$ cat src/rtl/rss_pkg.sv
// rss_pkg: shared constants, key codes and controller/datapath link types
// for the record selection sorter. No dependencies.
package rss_pkg;

  localparam int MAX_RECORDS = 64;
  localparam int IDX_W       = $clog2(MAX_RECORDS);
  localparam int CNT_W       = IDX_W + 1;
  localparam int NAME_BYTES  = 32;
  localparam int WORD_W      = 64;
  localparam int NAME_WORDS  = NAME_BYTES / 8;
  localparam int NAME_W      = NAME_BYTES * 8;
  localparam int ATTR_W      = 6;
  localparam int KEY_W       = 3;

  // sort key codes
  localparam logic [KEY_W-1:0] KEY_NAME      = 3'd0;
  localparam logic [KEY_W-1:0] KEY_COLOR     = 3'd1;
  localparam logic [KEY_W-1:0] KEY_ANNUAL    = 3'd2;
  localparam logic [KEY_W-1:0] KEY_PERENNIAL = 3'd3;
  localparam logic [KEY_W-1:0] KEY_TROPICAL  = 3'd4;

  // attribute word layout
  localparam int ATTR_ANNUAL    = 3;
  localparam int ATTR_PERENNIAL = 4;
  localparam int ATTR_TROPICAL  = 5;

  typedef struct packed {
    logic             load_we;
    logic [IDX_W-1:0] load_idx;
    logic             swap_k;
    logic             swap_i;
    logic [IDX_W-1:0] pass_idx;
    logic             issue;
    logic             first;
    logic             emit;
    logic             last;
    logic [IDX_W-1:0] pos;
  } rss_cmd_t;

  typedef struct packed {
    logic pipe_busy;
  } rss_stat_t;

endpackage

$ cat src/rtl/rss_ctrl.sv
// rss_ctrl: sequencer for load, selection-sort passes and sorted output.
// Uses rss_pkg; drives rss_dp through rss_cmd_t.
module rss_ctrl
  import rss_pkg::*;
(
  input  logic      clk,
  input  logic      rst_n,
  input  logic      start,
  input  logic      in_last_record,
  output logic      busy,
  output rss_cmd_t  cmd,
  input  rss_stat_t stat
);

  localparam logic [2:0] S_IDLE  = 3'd0;
  localparam logic [2:0] S_SCAN  = 3'd1;
  localparam logic [2:0] S_SWAPK = 3'd2;
  localparam logic [2:0] S_SWAPI = 3'd3;
  localparam logic [2:0] S_EMIT  = 3'd4;

  logic [2:0]       state_r, state_nxt;
  logic [CNT_W-1:0] count_r, count_nxt;
  logic [IDX_W-1:0] pass_r, pass_nxt;
  logic [CNT_W-1:0] pos_r, pos_nxt;
  logic [CNT_W-1:0] pass_ext;
  logic             room;

  assign busy     = (state_r != S_IDLE);
  assign pass_ext = {1'b0, pass_r};
  assign room     = (count_r < CNT_W'(MAX_RECORDS));

  always_comb begin
    state_nxt = state_r;
    count_nxt = count_r;
    pass_nxt  = pass_r;
    pos_nxt   = pos_r;

    cmd.load_we  = 1'b0;
    cmd.load_idx = count_r[IDX_W-1:0];
    cmd.swap_k   = 1'b0;
    cmd.swap_i   = 1'b0;
    cmd.pass_idx = pass_r;
    cmd.issue    = 1'b0;
    cmd.first    = (pos_r == pass_ext);
    cmd.emit     = 1'b0;
    cmd.last     = ((pos_r + CNT_W'(1)) == count_r);
    cmd.pos      = pos_r[IDX_W-1:0];

    case (state_r)
      S_IDLE: begin
        if (start) begin
          if (room) begin
            cmd.load_we = 1'b1;
            count_nxt   = count_r + CNT_W'(1);
          end
          if (in_last_record) begin
            pos_nxt  = '0;
            pass_nxt = '0;
            state_nxt = (count_nxt <= CNT_W'(1)) ? S_EMIT : S_SCAN;
          end
        end
      end
      S_SCAN: begin
        if (pos_r < count_r) begin
          cmd.issue = 1'b1;
          pos_nxt   = pos_r + CNT_W'(1);
        end else if (!stat.pipe_busy) begin
          state_nxt = S_SWAPK;
        end
      end
      S_SWAPK: begin
        cmd.swap_k = 1'b1;
        state_nxt  = S_SWAPI;
      end
      S_SWAPI: begin
        cmd.swap_i = 1'b1;
        if ((pass_ext + CNT_W'(2)) >= count_r) begin
          pos_nxt   = '0;
          state_nxt = S_EMIT;
        end else begin
          pass_nxt  = pass_r + IDX_W'(1);
          pos_nxt   = pass_ext + CNT_W'(1);
          state_nxt = S_SCAN;
        end
      end
      S_EMIT: begin
        if (pos_r < count_r) begin
          cmd.issue = 1'b1;
          cmd.emit  = 1'b1;
          pos_nxt   = pos_r + CNT_W'(1);
        end else if (!stat.pipe_busy) begin
          count_nxt = '0;
          state_nxt = S_IDLE;
        end
      end
      default: begin
        state_nxt = S_IDLE;
      end
    endcase
  end

  always_ff @(posedge clk) begin
    if (!rst_n) begin
      state_r <= S_IDLE;
      count_r <= '0;
      pass_r  <= '0;
      pos_r   <= '0;
    end else begin
      state_r <= state_nxt;
      count_r <= count_nxt;
      pass_r  <= pass_nxt;
      pos_r   <= pos_nxt;
    end
  end

endmodule

$ cat config.mk
export PLATFORM = sky130hd
export DESIGN_NAME = rss_ctrl
export DESIGN_NICKNAME = d
export VERILOG_FILES = /design/src/rtl/rss_pkg.sv /design/src/rtl/rss_ctrl.sv
export SDC_FILE = /design/constraint.sdc
export NUM_CORES = 1
export LEC_CHECK = 0
export BUFFER_PORTS_ARGS = -buffer_cell sky130_fd_sc_hd__buf_2
export CORE_UTILIZATION = 50
export DETAILED_ROUTE_END_ITERATION = 8
export GPL_TIMING_DRIVEN = 0
export PLACE_DENSITY_LB_ADDON = 0.05
export RECOVER_POWER = 25
export SYNTH_ARGS = -nofsm -noshare
export SYNTH_HDL_FRONTEND = slang
export SYNTH_SLANG_ARGS = --single-unit
$ cat constraint.sdc
create_clock -name clk -period 6.6 [get_ports clk]
set_input_delay 0.99 -clock clk [delete_from_list [all_inputs] [get_ports clk]]
set_output_delay 0.99 -clock clk [all_outputs]
set_load 0.02 [all_outputs]
======== Yosys cells after proc, flatten, opt, wreduce, memory -nomap -nowiden ========
Cells that the tools add are included.
W data, S select, Z words.
storage, ports and cells
  logic and storage cells ................. 70
  flip-flop bits (word level) ............. 23
  output and inout bits ................... 26
  input port bits ......................... 5
cells by class
  mux-type cells .......................... 33
  reductions and logical operators ........ 10
  magnitude comparators ................... 4
  $add $sub $neg .......................... 5
  equality and inequality tests ........... 14
operators by type and width
  kind                   number
  $mux W7                10
  $mux W3                8
  $pmux W7 S3            1
  $mux W6                3
  $pmux W3 S5            1
  $add A7 B1 Y7 const B  2
  $ne A2 B2 Y1 const B   7
  $pmux W7 S2            1
  $pmux W6 S2            1
  $reduce_and A4 Y1      3
  $mux W1                8
  $add A6 B1 Y7 const B  1
  $add A6 B2 Y7 const B  1
  $eq A7 B6 Y1           1
  $eq A7 B7 Y1           1
  $ge A7 B7 Y1           1
  $le A7 B1 Y1 const B   1
  $lt A7 B7 Y1           1
  $lt A7 B7 Y1 const B   1
  $add A6 B1 Y6 const B  1
  $eq A3 B2 Y1 const B   2
  $reduce_and A6 Y1      1
  $reduce_bool A3 Y1     2
  $reduce_bool A2 Y1     2
  5 further kinds        5

======== Logic depth before layout (Yosys ltp) ========
Gate-level depths: netlist of run 1.
  depth in word-level cells ............... 9
  gate-level depth with buffers ........... 10
  depth with buffers taken out ............ 9

======== Worst setup path after synthesis of run 1 ========
OpenSTA, ideal clock, no wires.
  path kind ............................... reg2out
  start ................................... reg pass_r[5]
  end ..................................... out cmd[8] in the netlist's numbering
  path slack .............................. 3,709 ps
  data arrival time ....................... 1,901 ps
  data required time ...................... 5,610 ps
  buffers on the path ..................... 1
  cell stages (with the launch flop) ...... 5
  cells stage by stage .................... dfxtp_1 clkbuf_1 xor2_1 or4_1 nor4_1
RTL lines
  item                    line             RTL
  start, declared         rss_ctrl.sv:23   logic [IDX_W-1:0] pass_r, pass_nxt;
  start signal, assigned  rss_ctrl.sv:111  pass_r <= pass_nxt;
  end, declared           rss_ctrl.sv:11   output rss_cmd_t cmd,

==> results.txt, run 1 <==
Setup Skew = 1.496 ps
crit-path max FO = 7
RSZ-0062 raised after global routing = no
max_cap viols = 0
Synth Warn # = 0
Total Routing Usage GR = 26.75%
VDD IR max = 0.0001620 V
top cells by instance count after synthesis = dfxtp_1 (23), nand3_1 (21), ha_1 (18)
Post-synth ARST share = 0%
Power Total = 0.0004382 W
Final #Nets = 312
number of remaining DRC errors = 0
Main synth FF type = dfxtp_1
Post-Synthesis Cells = 255
Die Y-Extent = 66.92 um
slowest stage delay, CP = 480 ps
Final Slew Violations = 0
Synth Cell Area = 2107 um2
Leakage Power = 0.9830 nW
core area = 4029 um2
Crit path max-delay family = simple AND/OR/NAND/NOR gates
capturing element type of the critical path = primary output
vias = 1990
WP data arrival = 2220 ps
Critical Path RT = 5610 ps
CP startpoint = pos_r[1]
FF-to-FF path depth = 9
Gate power share = 44.3%
half-perimeter wire length after placement = 4095 um
DR pass1 iterations = 4
Clock Latency Late Sink = 270 ps
DR WL/cell = 15.80 um
initial core utilization = 52.30%
Via density = 5.888
Syn Area/Cell = 8.263 um2
GRT overflow = 0
hold_buf cts = 0
Synth cell types = 59
Sink Count = 23
flops & latches, synth = 23
Fin Setup TNS = 0 ps
drt initial violations = 180
worst path cell trace = ha_1 -> nand3_1 -> or3_1 -> a21oi_1 -> nor2b_1 -> nor3_1 -> buf_2
Horiz. Die Dim = 66.92 um
Setup Fix Bufs, Post-CTS = 0
Tmin final = 3210 ps
Rows = 23
share of cells above drive strength 1 = 18.06%
final WL = 5341 um
Max Clk Rate = 311.5 MHz
H-tree levels = 1
multi-input logic area = 1398 um2
Crit-path slowest cell = dfxtp_1
reg2reg start = pass_r[1]
Synthesized Nets = 278
Setup crit end = cmd[6]
share of the synthesized area in the top cell type = 21.85%
top cells by area, synth = dfxtp_1 (22%), ha_1 (11%), xnor2_1 (6.2%), nand3_1 (5.0%), buf_4 (4.3%)
DIE AREA = 4478 um2
TritonCTS Buffers = 3
EDFF count, synth = 0
Switch Pwr = 0.0001787 W
vias in the first global route = 1835
period utilization = 48.64%
status = completed
CTS root buf = clkbuf_8
Levels on crit path = 7
ant diodes = 0
switching fraction of total power = 40.78%
measured slew at the worst slew-check pin = 654.2 ps
maximum buffer depth of the clock tree = 2
Area Growth Syn to Fin = 11.34%
Routability Congestion = 0.8560
PwrDens = 186.8 nW/um2
Critical R2R Capture = pos_r[0]
clock network power share = 20.7%
final hold violation count = 0
Final Setup Violations = 0
clock slew at reported path FFs = 80 ps
Setup CP Type = register to primary output
min-delay worst type = register to register
first-pass GRT wire length = 8935 um
pin count of the biggest net entering global routing = 13
Fillers = 401
port buffer count = 29
Final ANT Viol Nets = 0
CTS tree = yes
initial antenna violation count = 0
crit path launch type = register
Reg2Reg Setup Slack = 3890 ps
sequential cell area = 460.4 um2
Internal Pwr Total = 0.0002595 W
sequential cell area fraction in the yosys report = 21.85%
cell taking the most area after synthesis = dfxtp_1
slew margin rel. = 56.34%
# resized after CTS = 0
Top-Level Pins = 31
sequential share of power = 35.0%
most common cell in the synthesized netlist = dfxtp_1
WP buf/inv = 1
## metrics by stage
stage	area [um2]	setup WS, ps	utilization [%]	std cells	hold WS (ps)
finish	2346	3390	58.23	338	536.3
global route	2346	3273	58.23	338	556.6
CTS	2360	3391	58.57	338	533.4
detailed placement	2315	3689	57.45	334	522.8
global placement	2315	3663	57.45	334	516.0
floorplan	2107	3709	-	255	476.0
## cell families (layout without fill, tap and decap cells)
group | Yosys count | after routing | synth area share (%)
AND/OR/NAND/NOR | 78 | 78 | 19.77
AO/OA/AOI/OAI | 69 | 69 | 25.00
buffers and inverters | 41 | 74 | 11.82
XOR/XNOR | 25 | 25 | 10.39
flip-flops | 23 | 23 | 21.85
adder cells (fa/ha/maj) | 18 | 18 | 10.69
multiplexers | 1 | 1 | 0.4751
## flip-flops by register name, summed over array words and instances (netlist names)
register  flops
count_r       7
pass_r        6
pos_r         7
state_r       3
## routing by layer
layer | GRT usage, % | part of all wire (%)
met1 | 34.39 | 48
met2 | 45.33 | 48
met3 | 4.623 | 3.7
met4 | 7.181 | 0.81
met5 | 0 | 0
## how the worst min path moves through the flow
| stage | startpoint | endpoint | slack [ps] | cells after the start |
|---|---|---|---|---|
| finish | pos_r[6] | pos_r[6] | 540 | 1 |
| global route | pos_r[6] | pos_r[6] | 560 | 1 |
| CTS | pos_r[6] | pos_r[6] | 530 | 1 |
| detailed placement | pos_r[6] | pos_r[6] | 520 | 1 |
| global placement | pos_r[6] | pos_r[6] | 520 | 1 |
| floorplan | pos_r[6] | pos_r[6] | 480 | 1 |
## cells in the final DEF, fill, tap and decap left out, types with 11 or more instances in the layout
master,netlist,layout
a21oi_1,16,16
buf_2,3,21
buf_4,12,11
clkbuf_1,3,15
dfxtp_1,23,23
ha_1,18,18
inv_1,15,15
nand2_1,17,17
nand3_1,21,21
xnor2_1,15,15
## layout make-up
cell class	count	area share [%]
clock buffer	4	1.920
multi-input combinational	191	59.57
inverter	16	2.667
tap	50	2.667
buffer	25	7.947
sequential	23	19.63
timing repair buffer	29	5.600
## power by group through the flow
stage	Combinational, W	Sequential (W)	Clock (W)
global placement	0.000192	0.000156	0
global route	0.000213	0.000154	0.000103
detailed placement	0.000191	0.000156	0
CTS	0.000192	0.000153	0.0000952
floorplan	0.000147	0.000154	0
finish	0.000194	0.000153	0.0000906
Note: power is estimated with default switching activity, not from simulation.
==> inputs of run 2 (changes only) <==
ABC_AREA = 1   (was unset)
clock period = 2.6 ns   (was 6.6 ns; I/O delays follow)
==> results.txt, run 2 <==
VDD IR max = 0.0005650 V
flops & latches, synth = 23
min-delay worst type = input port to register
Inst Count DP = 399
Post-Route Utilization = 58.76%
Max Clk Rate = 401.2 MHz
first-pass GRT wire length = 8666 um
crit path launch type = register
CTS root buf = clkbuf_8
number of remaining DRC errors = 0
vias = 2163
Synth Warn # = 0
multi-input logic area = 1385 um2
half-perimeter wire length after placement = 4137 um
Post-Synthesis Cells = 319
Total Routing Usage GR = 26.13%
PwrDens = 852.2 nW/um2
Area Growth Syn to Fin = 12.69%
WP data arrival = 2100 ps
Setup CP Type = register to primary output
maximum buffer depth of the clock tree = 2
CTS tree = yes
crit-path max FO = 8
Routability Congestion = 0.8748
Top Usage Layer GRT = met2
most common cell in the synthesized netlist = nand2_1
DR WL/cell = 12.93 um
Rows = 23
Compound-Gate Fraction of Synth Area = 17.27%
Synth Area in Simple Gates = 33.53%
share of cells above drive strength 1 = 20.90%
Leakage Power = 1.141 nW
RSZ-0062 raised after global routing = yes
vias in the first global route = 1877
met2 Resource Use GR = 45.58%
Tmin final = 2492 ps
Via density = 5.354
port buffer count = 30
met1 GRT Util = 32.93%
sequential cell area fraction in the yosys report = 21.92%
status = completed
Synth cell types = 38
Post-synth ARST share = 0%
post-route cell area = 2367 um2
top cells by area, synth = dfxtp_1 (22%), nand2_1 (15%), ha_1 (11%), a21oi_1 (6.9%), inv_1 (5.5%)
most common cell after layout, fill and taps aside = nand2_1
Final #Nets = 378
period utilization = 95.86%
final WL = 5224 um
sequential cell area = 462.9 um2
Critical Path RT = 2210 ps
most frequent cells in the layout = nand2_1 (85), inv_1 (31), a21oi_1 (29)
Post-Place Cell Area = 2313 um2
Clock Latency Late Sink = 280 ps
top flop regs = count_r: 7 flops, pos_r: 7 flops, pass_r: 6 flops
pin count of the biggest net entering global routing = 14
Final Setup Violations = 0
ant diodes = 0
initial core utilization = 52.14%
Fin Setup TNS = 0 ps
Synth Cell Area = 2101 um2
xor/xnor share of the synthesized area = 4.169%
cell taking the most area after synthesis = dfxtp_1
proportion of synthesized area in mux cells = 0%
Die Y-Extent = 66.82 um
Syn Area/Cell = 6.585 um2
H-tree levels = 1
capturing element type of the critical path = primary output
measured slew at the worst slew-check pin = 589.6 ps
main combinational cell family by area after synthesis = simple AND/OR/NAND/NOR gates
max_cap viols = 0
GRT overflow = 0
Final ANT Viol Nets = 0
EDFF count, synth = 0
Synthesized Nets = 342
fin cells = 404
Fillers = 421
clock slew at reported path FFs = 90 ps
initial antenna violation count = 0
Main synth FF type = dfxtp_1
TritonCTS Buffers = 3
area share of fa/ha/maj cells after synthesis = 10.72%
core area = 4029 um2
drt initial violations = 121
Top-Level Pins = 31
DR pass1 iterations = 4
share of the synthesized area in the top cell type = 21.92%
Final Slew Violations = 0
slew margin rel. = 60.69%
DIE AREA = 4465 um2
Sink Count = 23
Setup Skew = 7.746 ps
top cells by instance count after synthesis = nand2_1 (85), inv_1 (31), a21oi_1 (29)
final hold violation count = 0
Horiz. Die Dim = 66.82 um
met3 usage = 2.740%
==> run 2: cell types whose count changed after synthesis, sizes merged, moves of 6 or more <==
| cell | delta |
|---|---|
| nand2 | +76 |
| o211ai | -7 |
| xnor2 | -12 |
| o21ai | +13 |
| inv | +22 |
| buf | -6 |
| nor2 | +15 |
| a21oi | +16 |
==> run 2: layer usage <==
layer	vias up	wire length, um
li1	1120	-
met1	993	2500
met2	45	2491
met3	5	174
met4	0	58
met5	-	0
==> run 2: area by class of cell <==
type | instances | share of cell area (%)
Clock buffer | 3 | 1.744
Tap cell | 50 | 2.643
Clock inverter | 1 | 0.2114
Inverter | 39 | 6.395
Buffer | 16 | 4.598
Multi-Input combinational cell | 241 | 58.51
Timing Repair Buffer | 31 | 6.342
Sequential cell | 23 | 19.56
==> run 2: cell families (layout without fill, tap and decap cells) <==
group,after synthesis,count (layout)
and+or+nand+nor,150,150
AOI/OAI and AO/OA,63,63
buffers and inverters,55,90
DFF,23,23
adders and majority gates,18,18
xor gates and xnor gates,10,10
==> run 2: path summary, 6_finish.rpt <==
kind | start | to | slack, ps | depth (start not counted)
min reg2reg | pos_r[6] | pos_r[6] | 530 | 2
max | count_r[2] | cmd[7] | 110 | 8
max reg2reg | pass_r[1] | pos_r[1] | 170 | 14
min | rst_n | count_r[0] | 410 | 3
==> run 2: through the flow <==
step | worst slack [ps] | power, W | hold WS [ps]
floorplan | 210.1 | 0.001457 | 484.3
global placement | -58.62 | 0.001741 | 510.6
detailed placement | -96.22 | 0.001754 | 514.6
CTS | 0.1426 | 0.002002 | 408.1
global route | -37.89 | 0.002207 | 428.6
finish | 107.6 | 0.002017 | 407.6
==> run 2: critical path, stage by stage (launching register included) <==
cell     delay (ps)
dfxtp_1         480
inv_1           180
ha_1            330
nand2_1          50
o21ai_0         240
nand2_1         130
nand2_1         200
nor2_1           60
buf_2           150
==> run 2: where the power goes <==
part	total [W]	switching (W)	internal [W]
Clock	0.000239	0.000132	0.000108
Combinational	0.00127	0.000824	0.000441
Sequential	0.000512	0.000104	0.000408
Total	0.00202	0.00106	0.000957
==> run 2: what timing repair did <==
action                     4_1_cts  5_1_grt
hold buffers                     0        0
setup endpoints to repair        8       15
pin swaps                        0        1
resized for setup                1        4
buffers inserted                 0        1
==> inputs of run 3 (changes only) <==
PLACE_DENSITY = 0.74   (was unset)
PLACE_DENSITY_LB_ADDON = unset   (was 0.05)
==> results.txt, run 3 (synthesized netlist as in run 2, its figures left out) <==
CTS root buf = clkbuf_8
number of remaining DRC errors = 0
pin count of the biggest net entering global routing = 14
period utilization = 97.02%
Critical R2R Capture = pos_r[1]
DR pass1 iterations = 4
initial antenna violation count = 0
PwrDens = 845.1 nW/um2
Hold WS = 419.6 ps
TritonCTS Buffers = 3
port buffer count = 30
DIE AREA = 4465 um2
slew margin rel. = 59.44%
min-delay src = rst_n
top flop regs = count_r: 7 flops, pos_r: 7 flops, pass_r: 6 flops
half-perimeter wire length after placement = 4065 um
Die Y-Extent = 66.82 um
initial core utilization = 52.14%
final hold violation count = 0
most frequent cells in the layout = nand2_1 (85), inv_1 (31), a21oi_1 (29)
Final Setup Violations = 0
max_cap viols = 0
Sink Count = 23
Fin Setup TNS = 0 ps
FF-to-FF path depth = 14
core area = 4029 um2
met1 GRT Util = 32.48%
met2 Resource Use GR = 42.17%
Reg2Reg Setup Slack = 190 ps
Final #Nets = 379
Clock Latency Late Sink = 270 ps
share of cells above drive strength 1 = 21.13%
GRT overflow = 0
final WL = 5209 um
ant diodes = 0
Leakage Power = 1.133 nW
first-pass GRT wire length = 8411 um
Crit path max-delay family = flip-flops
Top Usage Layer GRT = met2
crit-path max FO = 8
H-tree levels = 1
Max Clk Rate = 396.4 MHz
VDD IR max = 0.0005714 V
capturing element type of the critical path = primary output
maximum buffer depth of the clock tree = 2
measured slew at the worst slew-check pin = 608.5 ps
vias = 2149
drt initial violations = 161
CTS tree = yes
clock slew at reported path FFs = 100 ps
Rows = 23
status = completed
WHS Endpoint = count_r[0]
Crit-path slowest cell = dfxtp_1
Setup CP Type = register to primary output
Area Growth Syn to Fin = 13.52%
DR WL/cell = 12.86 um
min-delay worst type = input port to register
Tmin final = 2523 ps
Final Slew Violations = 0
Top-Level Pins = 31
hold depth = 3
crit path launch type = register
WP data arrival = 2130 ps
reg2reg start = pass_r[1]
Via density = 5.306
Horiz. Die Dim = 66.82 um
Post-Route Utilization = 59.19%
Routability Congestion = 0.8783
Final ANT Viol Nets = 0
crit-path most repeated cell = nand2_1
slowest stage delay, CP = 490 ps
Total Routing Usage GR = 24.64%
Critical Path RT = 2210 ps
worst path cell trace = inv_1 -> ha_1 -> nand2_1 -> o21ai_0 -> nand2_1 -> nand2_1 -> nor2_1 -> buf_2
Setup Skew = 2.973 ps
met3 usage = 2.568%
hold_buf cts = 0
WP buf/inv = 2
vias in the first global route = 1861
most common cell after layout, fill and taps aside = nand2_1
[run 3: cell types whose count changed in the layout (fill, tap and decap cells not counted), sizes merged]
| cell | previous run | this run |
|---|---|---|
| clkbuf | 11 | 15 |
| buf | 39 | 36 |
[run 3: what timing repair did]
action                                  in CTS  in global routing
endpoints found under the setup margin       7                 12
pin swaps                                    0                  2
setup buffers                                0                  2
resized for setup                            3                  6
[run 3: tightest hold or removal path, stage by stage]
cell and delay (ps):
buf_2 150, o21ai_0 80, nor2_1 40
[run 3: per-layer routing]
metal	part of all wire (%)	wire [um]
met5	0	0
met3	5.4	280
met1	46	2389
met4	0.96	50
met2	48	2489
[run 3: power breakdown]
group / leakage, nW / switching [W] / internal [W] / total (W)
registers: 0.190 / 0.000103 / 0.000407 / 0.000510
clock network: 0.0255 / 0.000135 / 0.000107 / 0.000243
logic: 0.918 / 0.000823 / 0.000440 / 0.00126
[run 3: metrics by stage]
stage	instance area (um2)	setup WS, ps	power, W	instances
floorplan	2101	210.1	0.001457	319
global placement	2313	-56.63	0.001726	399
detailed placement	2313	-98.73	0.001742	399
CTS	2367	85.46	0.001986	403
global route	2385	-26.63	0.002172	405
finish	2385	77.46	0.002015	405
[run 3: worst max-delay path by stage]
stage | from | to | slack [ps] | cells after the start
6_report | count_r[2] | cmd[7] | 80 | 8
5_1_grt | pass_r[3] | pos_r[1] | -30 | 15
4_1_cts | pass_r[1] | pos_r[1] | 90 | 14
3_5_place_dp | pass_r[1] | pos_r[1] | -100 | 14
3_3_place_gp | pass_r[1] | pos_r[1] | -60 | 14
2_1_floorplan | pass_r[2] | pass_r[1] | 210 | 13
[run 3: final cells by class]
type                            instances  area [um2]
Fill cell                             390        1644
Multi-Input combinational cell        241        1393
Sequential cell                        23       470.5
Timing Repair Buffer                   32       152.6
Inverter                               39       151.4
Buffer                                 16       108.9
Tap cell                               50       62.56
Clock buffer                            3       41.29
Clock inverter                          1       5.005
